===== src/rtl/core/ioset_pkg.sv =====
// ioset_pkg: operation codes and field types of the insertion ordered set
// no dependencies; used by the channel interfaces and the top level

package ioset_pkg;

  localparam int OP_W    = 3;
  localparam int VALUE_W = 32;
  localparam int INDEX_W = 6;
  localparam int COUNT_W = 7;

  typedef logic        [OP_W-1:0]    op_t;
  typedef logic signed [VALUE_W-1:0] value_t;
  typedef logic        [INDEX_W-1:0] index_t;
  typedef logic        [COUNT_W-1:0] count_t;

  localparam op_t OP_ADD      = 3'd0;
  localparam op_t OP_REMOVE   = 3'd1;
  localparam op_t OP_CONTAINS = 3'd2;
  localparam op_t OP_CLEAR    = 3'd3;
  localparam op_t OP_READ     = 3'd4;

endpackage


===== src/rtl/core/ioset_in_if.sv =====
// ioset_in_if: request channel carrying one operation word
// depends on ioset_pkg

interface ioset_in_if;
  import ioset_pkg::*;

  logic   valid;
  logic   ready;
  op_t    operation;
  value_t value;
  index_t index;

  modport source (output valid, output operation, output value, output index, input ready);
  modport sink   (input valid, input operation, input value, input index, output ready);
endinterface


===== src/rtl/core/ioset_out_if.sv =====
// ioset_out_if: response channel carrying one result word
// depends on ioset_pkg

interface ioset_out_if;
  import ioset_pkg::*;

  logic   valid;
  logic   ready;
  logic   hit;
  value_t read_value;
  count_t member_count;
  logic   set_full;

  modport source (output valid, output hit, output read_value, output member_count,
                  output set_full, input ready);
  modport sink   (input valid, input hit, input read_value, input member_count,
                  input set_full, output ready);
endinterface


===== src/rtl/core/insertion_ordered_int_set.sv =====
// insertion_ordered_int_set: set of distinct integers kept in insertion order
// depends on ioset_pkg, ioset_in_if, ioset_out_if
//
//   channel | dir | word
//   --------+-----+--------------------------------------------------
//   req     | in  | operation, value, index
//   rsp     | out | hit, read_value, member_count, set_full
//
// one request at a time; the member array is a one-port-read, one-port-write
// synchronous RAM, one access per port per cycle. after the accepting cycle,
// add and contains scan below the count, stopping on a hit; remove scans to
// the match and shifts later entries down; read waits for the RAM read;
// clear and spare codes go to the result, which moves into the output
// register. rst clears the count and control; the RAM is not cleared (only
// entries below the count are read). a result waiting in the output register
// does not block the next request; a second finished result waits for it.

module insertion_ordered_int_set #(
  parameter int DEPTH = 64
) (
  input logic       clk,
  input logic       rst,
  ioset_in_if.sink  req,
  ioset_out_if.source rsp
);
  import ioset_pkg::*;

  localparam int AW = (DEPTH > 1) ? $clog2(DEPTH) : 1;
  localparam int CW = $clog2(DEPTH + 1);

  localparam logic [2:0] S_IDLE   = 3'd0;
  localparam logic [2:0] S_SCAN   = 3'd1;
  localparam logic [2:0] S_SHIFT  = 3'd2;
  localparam logic [2:0] S_RDWAIT = 3'd3;
  localparam logic [2:0] S_HOLD   = 3'd4;

  logic [2:0]    state;
  logic [CW-1:0] count;
  op_t           op_r;
  value_t        val_r;

  // scan pointers
  logic [CW-1:0] ptr;
  logic          chk_valid;
  logic [AW-1:0] chk_addr;

  // shift pointers
  logic [CW-1:0] sh_rd;
  logic          sh_wv;
  logic [AW-1:0] sh_wa;

  // pending result and output register
  logic   res_hit;
  value_t res_rd;
  logic   out_valid;
  logic   out_load;
  logic   out_hit;
  value_t out_rd;
  count_t out_count;
  logic   out_full;

  // member RAM
  value_t        mem [DEPTH];
  value_t        mem_q;
  logic          mem_re;
  logic [AW-1:0] mem_ra;
  logic          mem_we;
  logic [AW-1:0] mem_wa;
  value_t        mem_wd;

  logic            match;
  logic            scan_more;
  logic            has_room;
  logic            idx_ok;
  logic [CW+5:0]   idx_ext;
  logic [CW+5:0]   cnt_ext;
  logic [CW+6:0]   cnt_wide;

  assign req.ready = (state == S_IDLE);

  assign rsp.valid        = out_valid;
  assign rsp.hit          = out_hit;
  assign rsp.read_value   = out_rd;
  assign rsp.member_count = out_count;
  assign rsp.set_full     = out_full;

  assign match     = chk_valid && (mem_q == val_r);
  assign scan_more = (ptr < count);
  assign has_room  = (count < CW'(DEPTH));
  assign idx_ext   = {{CW{1'b0}}, req.index};
  assign cnt_ext   = {{INDEX_W{1'b0}}, count};
  assign idx_ok    = (idx_ext < cnt_ext);
  assign cnt_wide  = {{COUNT_W{1'b0}}, count};
  assign out_load  = (state == S_HOLD) && (!out_valid || rsp.ready);

  // RAM port control
  always_comb begin
    mem_re = 1'b0;
    mem_ra = '0;
    mem_we = 1'b0;
    mem_wa = '0;
    mem_wd = val_r;
    case (state)
      S_IDLE: begin
        if (req.valid && (req.operation == OP_READ) && idx_ok) begin
          mem_re = 1'b1;
          mem_ra = idx_ext[AW-1:0];
        end
      end
      S_SCAN: begin
        if (!match && scan_more) begin
          mem_re = 1'b1;
          mem_ra = ptr[AW-1:0];
        end else if (!match && (op_r == OP_ADD) && has_room) begin
          mem_we = 1'b1;
          mem_wa = count[AW-1:0];
        end
      end
      S_SHIFT: begin
        if (sh_wv) begin
          mem_we = 1'b1;
          mem_wa = sh_wa;
          mem_wd = mem_q;
        end
        if (sh_rd < count) begin
          mem_re = 1'b1;
          mem_ra = sh_rd[AW-1:0];
        end
      end
      default: begin
      end
    endcase
  end

  // member RAM, registered read
  always_ff @(posedge clk) begin
    if (mem_we) begin
      mem[mem_wa] <= mem_wd;
    end
    if (mem_re) begin
      mem_q <= mem[mem_ra];
    end
  end

  // sequencer
  always_ff @(posedge clk) begin
    if (rst) begin
      state     <= S_IDLE;
      count     <= '0;
      chk_valid <= 1'b0;
      sh_wv     <= 1'b0;
      out_valid <= 1'b0;
    end else begin
      // output register valid
      if (out_load) begin
        out_valid <= 1'b1;
      end else if (rsp.ready) begin
        out_valid <= 1'b0;
      end
      case (state)
        S_IDLE: begin
          if (req.valid) begin
            op_r      <= req.operation;
            val_r     <= req.value;
            res_hit   <= 1'b0;
            res_rd    <= '0;
            ptr       <= '0;
            chk_valid <= 1'b0;
            case (req.operation)
              OP_ADD, OP_REMOVE, OP_CONTAINS: state <= S_SCAN;
              OP_CLEAR: begin
                count <= '0;
                state <= S_HOLD;
              end
              OP_READ: state <= idx_ok ? S_RDWAIT : S_HOLD;
              default: state <= S_HOLD;
            endcase
          end
        end
        S_SCAN: begin
          if (match) begin
            chk_valid <= 1'b0;
            case (op_r)
              OP_REMOVE: begin
                sh_rd <= CW'(chk_addr) + CW'(1);
                sh_wv <= 1'b0;
                state <= S_SHIFT;
              end
              OP_CONTAINS: begin
                res_hit <= 1'b1;
                state   <= S_HOLD;
              end
              default: state <= S_HOLD;
            endcase
          end else if (scan_more) begin
            chk_valid <= 1'b1;
            chk_addr  <= ptr[AW-1:0];
            ptr       <= ptr + CW'(1);
          end else begin
            // value absent
            chk_valid <= 1'b0;
            if ((op_r == OP_ADD) && has_room) begin
              count   <= count + CW'(1);
              res_hit <= 1'b1;
            end
            state <= S_HOLD;
          end
        end
        S_SHIFT: begin
          if (sh_rd < count) begin
            sh_wv <= 1'b1;
            sh_wa <= AW'(sh_rd - CW'(1));
            sh_rd <= sh_rd + CW'(1);
          end else begin
            sh_wv <= 1'b0;
            if (!sh_wv) begin
              count   <= count - CW'(1);
              res_hit <= 1'b1;
              state   <= S_HOLD;
            end
          end
        end
        S_RDWAIT: begin
          res_hit <= 1'b1;
          res_rd  <= mem_q;
          state   <= S_HOLD;
        end
        S_HOLD: begin
          if (out_load) begin
            out_hit   <= res_hit;
            out_rd    <= res_rd;
            out_count <= cnt_wide[COUNT_W-1:0];
            out_full  <= (count == CW'(DEPTH));
            state     <= S_IDLE;
          end
        end
        default: state <= S_IDLE;
      endcase
    end
  end

  // count stays within the array
  a_count_range: assert property (@(posedge clk) disable iff (rst)
    count <= CW'(DEPTH))
    else $error("member count above depth");

  // count moves by one step or to zero
  a_count_step: assert property (@(posedge clk) disable iff (rst)
    (count != $past(count)) |->
      (count == $past(count) + CW'(1)) || (count == $past(count) - CW'(1)) ||
      (count == '0))
    else $error("member count jumped");

  // RAM is written only while scanning or shifting
  a_write_state: assert property (@(posedge clk) disable iff (rst)
    mem_we |-> (state == S_SCAN) || (state == S_SHIFT))
    else $error("RAM write outside scan or shift");

  // shift writes always trail the read pointer
  a_shift_order: assert property (@(posedge clk) disable iff (rst)
    ((state == S_SHIFT) && sh_wv) |-> (CW'(sh_wa) < sh_rd))
    else $error("shift write ahead of read");

  // one request in flight
  a_one_req: assert property (@(posedge clk) disable iff (rst)
    (req.valid && req.ready) |=> !req.ready)
    else $error("second request taken while busy");

endmodule

===== src/flat_wrapper.sv =====
// flat-port wrapper written by rule: the top's interface ports become plain ports
module insertion_ordered_int_set_flat import ioset_pkg::*;
#(
  parameter int DEPTH = 64
)
  (clk, rst, req_valid, req_operation, req_value, req_index, req_ready, rsp_valid, rsp_hit, rsp_read_value, rsp_member_count, rsp_set_full, rsp_ready);
  ioset_in_if req_i ();
  ioset_out_if rsp_i ();
  input logic clk;
  input logic rst;
  input wire logic [$bits(req_i.valid)-1:0] req_valid;
  input wire logic [$bits(req_i.operation)-1:0] req_operation;
  input wire logic [$bits(req_i.value)-1:0] req_value;
  input wire logic [$bits(req_i.index)-1:0] req_index;
  output wire logic [$bits(req_i.ready)-1:0] req_ready;
  output wire logic [$bits(rsp_i.valid)-1:0] rsp_valid;
  output wire logic [$bits(rsp_i.hit)-1:0] rsp_hit;
  output wire logic [$bits(rsp_i.read_value)-1:0] rsp_read_value;
  output wire logic [$bits(rsp_i.member_count)-1:0] rsp_member_count;
  output wire logic [$bits(rsp_i.set_full)-1:0] rsp_set_full;
  input wire logic [$bits(rsp_i.ready)-1:0] rsp_ready;
  assign req_i.valid = req_valid;
  assign req_i.operation = req_operation;
  assign req_i.value = req_value;
  assign req_i.index = req_index;
  assign req_ready = req_i.ready;
  assign rsp_valid = rsp_i.valid;
  assign rsp_hit = rsp_i.hit;
  assign rsp_read_value = rsp_i.read_value;
  assign rsp_member_count = rsp_i.member_count;
  assign rsp_set_full = rsp_i.set_full;
  assign rsp_i.ready = rsp_ready;
  insertion_ordered_int_set #(.DEPTH(DEPTH)) u_core (.clk(clk), .rst(rst), .req(req_i), .rsp(rsp_i));
endmodule

===== config.mk =====
export PLATFORM = sky130hd
export DESIGN_NAME = insertion_ordered_int_set_flat
export DESIGN_NICKNAME = d
export VERILOG_FILES = /design/src/rtl/core/ioset_pkg.sv /design/src/rtl/core/ioset_in_if.sv /design/src/rtl/core/ioset_out_if.sv /design/src/rtl/core/insertion_ordered_int_set.sv /design/src/flat_wrapper.sv
export SDC_FILE = /design/constraint.sdc
export NUM_CORES = 2
export LEC_CHECK = 0
export ABC_AREA = 1
export BUFFER_PORTS_ARGS = -buffer_cell sky130_fd_sc_hd__clkbuf_2
export CAP_MARGIN = 15
export CELL_PAD_IN_SITES_DETAIL_PLACEMENT = 1
export CELL_PAD_IN_SITES_GLOBAL_PLACEMENT = 1
export CORE_MARGIN = 2
export CORE_UTILIZATION = 29
export CTS_BUF_LIST = sky130_fd_sc_hd__clkbuf_4 sky130_fd_sc_hd__clkbuf_8
export CTS_CLUSTER_DIAMETER = 200
export DETAILED_ROUTE_END_ITERATION = 8
export PLACE_DENSITY = 0.54
export SLEW_MARGIN = 20
export SYNTH_ARGS = -nofsm -noshare
export SYNTH_HDL_FRONTEND = slang
export SYNTH_SLANG_ARGS = --single-unit

===== constraint.sdc =====
create_clock -name clk -period 9.3 [get_ports clk]
set_input_delay 0 -clock clk [delete_from_list [all_inputs] [get_ports clk]]
set_output_delay 0 -clock clk [all_outputs]
set_load 0.005 [all_outputs]

* Yosys cells after proc, flatten, opt, wreduce, memory -nomap -nowiden
Memories as Yosys holds them, arrays and structs flattened. A register that Yosys moved wholly into a read port is not among the register bits.
Cells that the tools add are included.
** Storage, ports and cells
- Word-level logic and storage cells :: 154
- ROM bits :: 0
- Bits of input ports :: 45
- Register bits :: 148
- Output and inout bits :: 43
- RAM bits :: 2048
- Memories kept :: 1
- Bits in latches :: 0
** Cells by class
- Add/subtract/negate cells :: 6
- Bitwise logic cells :: 2
- Mux-type cells :: 64
- Reductions and logical operators :: 33
- $mul :: 0
- $lt $le $gt $ge :: 4
- Shift operators :: 0
- Equality and inequality tests :: 27
- Div/mod/pow operators :: 0
** Memories
- u_core.mem :: depth 64, width 32, rd ports 1, clocked after Yosys merged registers in 1, wr ports 1, RTL line insertion_ordered_int_set.sv:63 : value_t mem [DEPTH];
** Operators by type and width (number)
- 2-to-1 mux 32 bit :: 3
- 2-to-1 mux 7 bit :: 13
- one-hot mux 32 bit (2 select lines) :: 1
- 2-to-1 mux 6 bit :: 6
- == test 32 bit :: 1
- one-hot mux 7 bit (2 select lines) :: 2
- 2-to-1 mux 3 bit :: 8
- adder 7 x 1 -> 7 bit, second input constant :: 3
- 2-to-1 mux 1 bit :: 21
- one-hot mux 7 bit (3 select lines) :: 1
- one-hot mux 6 bit (3 select lines) :: 1
- AND reduction 8 bit :: 2
- == test 3 x 2 -> 1 bit, second input constant :: 5
- one-hot mux 3 bit (5 select lines) :: 1
- AND reduction 3 bit :: 5
- AND reduction 5 bit :: 3
- < comparator 7 bit :: 2
- != test 2 x 1 -> 1 bit, second input constant :: 6
- != test 2 bit, second input constant :: 6
- one-hot mux 6 bit (2 select lines) :: 1
- == test 3 x 1 -> 1 bit, second input constant :: 3
- zero test 3 bit :: 3
- logical AND 1 bit :: 8
- nonzero test 2 bit :: 4
- other kinds (22) :: 27

* Longest topological paths before layout
- Word-level depth :: 10
- Gate-level depth with buffers :: 22
- Mapped depth without buffers :: 20

* Least setup slack after synthesis
No wires, ideal clock.
- Path type :: reg-to-reg
- Start point :: register u_core.state[1]
- End point :: memory u_core.mem[0][10] (netlist name) (data pin)
- Period minus slack after synthesis :: 4.701 ns
- Stages on the path, launching flop included :: 9
- Arrival time :: 3.999 ns
- Required time :: 8.598 ns
- Path buffers :: 2
- Setup time :: 0.702 ns
- Path slack :: 4.599 ns
- Path through :: dfxtp_1 inv_1 nor3_2 buf_2 inv_2 nor2_1 clkinv_1 clkbuf_1 o21ai_0
** On the way
- Word-level cells in the longest chain between the ends :: 2
** RTL lines
- from (decl) :: RTL line insertion_ordered_int_set.sv:37 : logic [2:0] state;
- from (signal assigned) :: RTL line insertion_ordered_int_set.sv:175 : OP_READ: state <= idx_ok ? S_RDWAIT : S_HOLD;
- == test 3 x 2 -> 1 bit :: RTL line insertion_ordered_int_set.sv:103 : case (state)
- 2-to-1 mux 32 bit :: RTL line insertion_ordered_int_set.sv:103
- via u_core.mem_wd[10] :: RTL line insertion_ordered_int_set.sv:69 : value_t mem_wd;
- to (decl) :: RTL line insertion_ordered_int_set.sv:63
The timed path passes the listed nets, and every way through them passes these cells.

* Worst setup path after layout
- Start point :: register u_core.count[2]
- End point :: register u_core.mem_q[28] (read register of u_core.mem) (data pin)
** On the way
- Word-level cells in the longest chain between the ends :: 4
- Elaborated cells between the ends (all ways) :: 13
- Those cells by class :: 3 x order compare; 8 x mux; 2 x reduce/logical
** RTL lines
- from (decl) :: RTL line insertion_ordered_int_set.sv:38 : logic [CW-1:0] count;
- from (signal assigned) :: RTL line insertion_ordered_int_set.sv:203 : count <= count + CW'(1);
- from (signal assigned) :: RTL line insertion_ordered_int_set.sv:217 : count <= count - CW'(1);
- < comparator 7 bit or < comparator 6 x 7 -> 1 bit (tied branches) :: RTL line insertion_ordered_int_set.sv:88, insertion_ordered_int_set.sv:92
- logical AND 1 bit (on tied branches) :: RTL line insertion_ordered_int_set.sv:111, insertion_ordered_int_set.sv:105
- 2-to-1 mux 6 bit, or another cell as far along :: RTL line insertion_ordered_int_set.sv:111 : if (!match && scan_more) begin
- one-hot mux 6 bit (3 select lines) or one-hot mux 1 bit (3 select lines) (tied branches) :: RTL line insertion_ordered_int_set.sv:103
- to (decl) :: RTL line insertion_ordered_int_set.sv:64 : value_t mem_q;
Parallel ways exist; a longest one is shown, timed or not.
A chain may end at the register's enable or synchronous reset.

==> impl_results.md <==
- Worst VDD drop: 0.0958 mV
- Die area: 354000 um^2
- Worst R2R Path Depth: 18
- Mapped Area: 101000 um^2
- Combinational family with the most area after synthesis: simple AND/OR/NAND/NOR gates
- Seq. cell area: 66800 um^2
- Vias/cell: 5.08
- Status: finished, final reports clean
- Routed length per instance: 24.2 um
- Final std cells w/o fill: 14668
- Classification of the worst setup path: reg2reg
- Num ports: 88
- Mapped Nets: 9772
- Fin area: 115000 um^2
- Synth unique cells: 42
- FFs w/ async S/R, synth: 0
- Maxcap violations: 0
- Clock skew: 0.0627 ns
- Core Footprint: 347000 um^2
- CTS Buf Count: 401
- Vias in the first global route: 77336
- Worst Tran Pin Value: 1.16 ns
- Post-synth EDFFs: 2215
- Tightest Hold Check Type: in2reg
- Clk_lat worst skew: 1.03 ns
- Synth Register Bits: 2228
- Total Wirelength: 356 mm
- Mapped Cells: 9701
- Setup Viol. Count Final: 0
- Max clock buf depth: 4
- Normalized max-slew margin: 0.223
- Setup WS pre-CTS: 3.03 ns
- Mux cell area share after synthesis: 0
- Initial antenna violation count: 9
- Grt total ovfl: 0
- Slew Viols, Final: 0
- Critical-path cell list: inv_1 -> ha_1 -> a21oi_1 -> nand2_1 -> nand2_1 -> nand3_1 -> nor2_2 -> nand3_4 -> nand3_4 -> buf_4 -> buf_4 -> nand2_1 -> nand3_1 -> nand3_1 -> nand3_1 -> nand3_1 -> nand3_1 -> nand2_1
- DR iter-0 viols: 5869
- Placed cells: 13887
- Worst EP arrival: 6.92 ns
- Layout cells sized above 1: 0.102
- Critical path's largest stage delay: 0.91 ns
- Final WS setup: 3.06 ns
- Die Span Y: 595 um
- H-tree levels: 5
- Initial core utilization: 0.292
- Fin crit share: 0.671
- Layout area overhead: 14.0%
- Worst Path Buf+Inv: 3
- Crit path max-delay family: simple AND/OR/NAND/NOR gates
- Commonest register cell after synthesis: edfxtp_1
- Reg-to-Reg Start: u_core.count[2]
- Residual DRC: 0
- Fin nets: 9864
- Pin count of the biggest net entering global routing: 173
- Post-synthesis sequential area ratio: 0.660
- Critical path depth: 18
- First-pass GRT wire length: 525 mm
- Vias: 74530
- Worst-path clk slew: 0.06 ns
- TNS Setup: 0 ns
- Critical path required time: 9.98 ns
- GPL Wtd Cong: 0.829
- HPWL Detailed: 193 mm
- Cell Area, Placed: 107000 um^2
- Final Hold Fails: 0
- GRT Overall Usage: 0.196
- Hold WS: 0.149 ns
- Fmax: 0.160 GHz
- Worst Setup SP: u_core.count[2]
- Hold path cells: 7
- CTS tree: done
- Die Wd: 595 um
- Leak Pwr: 46.4 nW
- Hold path startpoint: req_operation[2]
- CP most frequent cell: nand3_1
- Adder-Cell Fraction of Synth Area: 0.00329
- Syn_area_per_cell: 10.4 um^2
- PD cells: 201 nW/um^2
- Slowest cell on crit path: nand3_4
- Clock Tree Root: clkbuf_8
- Number of core rows: 216
- Crit path time final: 6.24 ns
- Post-route ant nets: 0
- Yosys warns: 0
- Fill count: 38567
- Post-synthesis compound-gate area fraction: 0.00677
- Simple-gate portion of the synthesized area: 0.216
- Gates resized, CTS repair: 0
- Clock Sinks: 2228
- Xor/xnor share of the synthesized area: 0.00182
- RSZ-0062 raised after global routing: false
- Count of TritonRoute iterations in the first routing pass: 6
- Worst Setup Start Kind: flip-flop
- PortBufs: 87
- Area of the multi-input gates: 24000 um^2
- Setup crit end kind: flip-flop
- Worst-path fanout max: 52
synthesized netlist by cell type (all sizes together) (4+ instances only):
cell	instances	area share
nor2	161	0.0061
clkbuf	212	0.0079
ha	25	0.0031
a21oi	31	0.0015
o22ai	5	0.00031
o21ai	68	0.0034
a211oi	6	0.00045
inv	2169	0.080
edfxtp	2215	0.66
xnor2	10	0.00087
nand3	1996	0.099
clkinv	4	0.00015
buf	468	0.023
dfxtp	13	0.0026
nor4	4	0.00025
nand4	1025	0.063
nand2	1241	0.046
xor2	11	0.00095
nor3	15	0.00084
worst paths after layout:
check | endpoint | slack, ns
max | u_core.mem_q[28] | 3.06
min | u_core.state[0] | 0.15
max reg2reg | u_core.mem_q[28] | 3.06
min reg2reg | u_core.rsp.read_value[20] | 0.42
cells by family (layout without fill, tap and decap cells):
kind of cell	count (synthesis)	after routing
adder cells (fa/ha/maj)	26	26
buffers and inverters	2853	3237
XOR/XNOR	21	21
other	0	5
AND/OR/NAND/NOR	4448	4448
flip-flops	2228	2228
AO/OA/AOI/OAI	125	125
flip-flops by register name, indices dropped and copies added (netlist names):
register                 cells
u_core.chk_addr              6
u_core.chk_valid             1
u_core.count                 7
u_core.mem                2048
u_core.mem_q                32
u_core.op_r                  3
u_core.ptr                   7
u_core.res_hit               1
u_core.res_rd               32
u_core.rsp.hit               1
u_core.rsp.member_count      7
u_core.rsp.read_value       32
u_core.rsp.set_full          1
u_core.rsp.valid             1
u_core.sh_rd                 7
u_core.sh_wa                 6
u_core.sh_wv                 1
u_core.state                 3
u_core.val_r                32
layout by cell type (no fill, tap or decap), drive strengths merged, types with 2 or more instances in the layout:
master       netlist  routed
a211oi             6       6
a21o               2       2
a21oi             31      31
a22oi              3       3
a31oi              3       3
and2               2       2
buf              468     201
bufinv             0       5
clkbuf           212     632
clkinv             4     132
clkinvlp           0       8
dfxtp             13      13
diode              0       5
dlygate4sd3        0      81
edfxtp          2215    2215
ha                25      25
inv             2169    2178
nand2           1241    1241
nand3           1996    1996
nand3b             2       2
nand4           1025    1025
nor2             161     161
nor3              15      15
nor4               4       4
o2111ai            2       2
o211ai             2       2
o21ai             68      68
o22ai              5       5
xnor2             10      10
xor2              11      11
what timing repair did:
action | 4_1_cts | 5_1_grt
setup buffers | 0 | 0
hold buffers | 81 | 0
endpoints found under the hold margin | 183 | 0
area by class of cell:
type | instances | share of cell area
Sequential cell | 2228 | 0.579
Inverter | 2173 | 0.0709
Tap cell | 4578 | 0.0497
Clock inverter | 150 | 0.00733
Antenna cell | 5 | 0.000109
Timing Repair Buffer | 369 | 0.0270
Multi-Input combinational cell | 4620 | 0.208
Clock buffer | 545 | 0.0576
stage by stage:
stage               utilization  total power [mW]
floorplan                     -              13.1
global placement          0.308              14.3
detailed placement        0.309              14.4
CTS                       0.332              23.4
global route              0.332              24.0
finish                    0.332              23.1
tightest hold or removal path, cell delays in order:
cell           delay, ns
dlygate4sd3_1       0.52
clkbuf_2            0.14
o21ai_0             0.14
nand2_1             0.10
o21ai_0             0.11
nand2_1             0.08
inv_1               0.04
per-layer routing:
| metal | wire [um] | track usage | up-vias |
|---|---|---|---|
| li1 | - | - | 33350 |
| met1 | 165000 | 0.273 | 38659 |
| met2 | 165000 | 0.323 | 2000 |
| met3 | 17900 | 0.0267 | 519 |
| met4 | 7370 | 0.0477 | 2 |
| met5 | 12 | 0 | - |
power by group:
group          leakage, nW  switching [mW]  internal, mW  total [mW]
sequential            20.1          0.0896          11.3        11.4
clock                 3.97            4.20          4.73        8.93
combinational         22.4            2.16         0.681        2.84
Note: power is estimated with default switching activity, not from simulation.
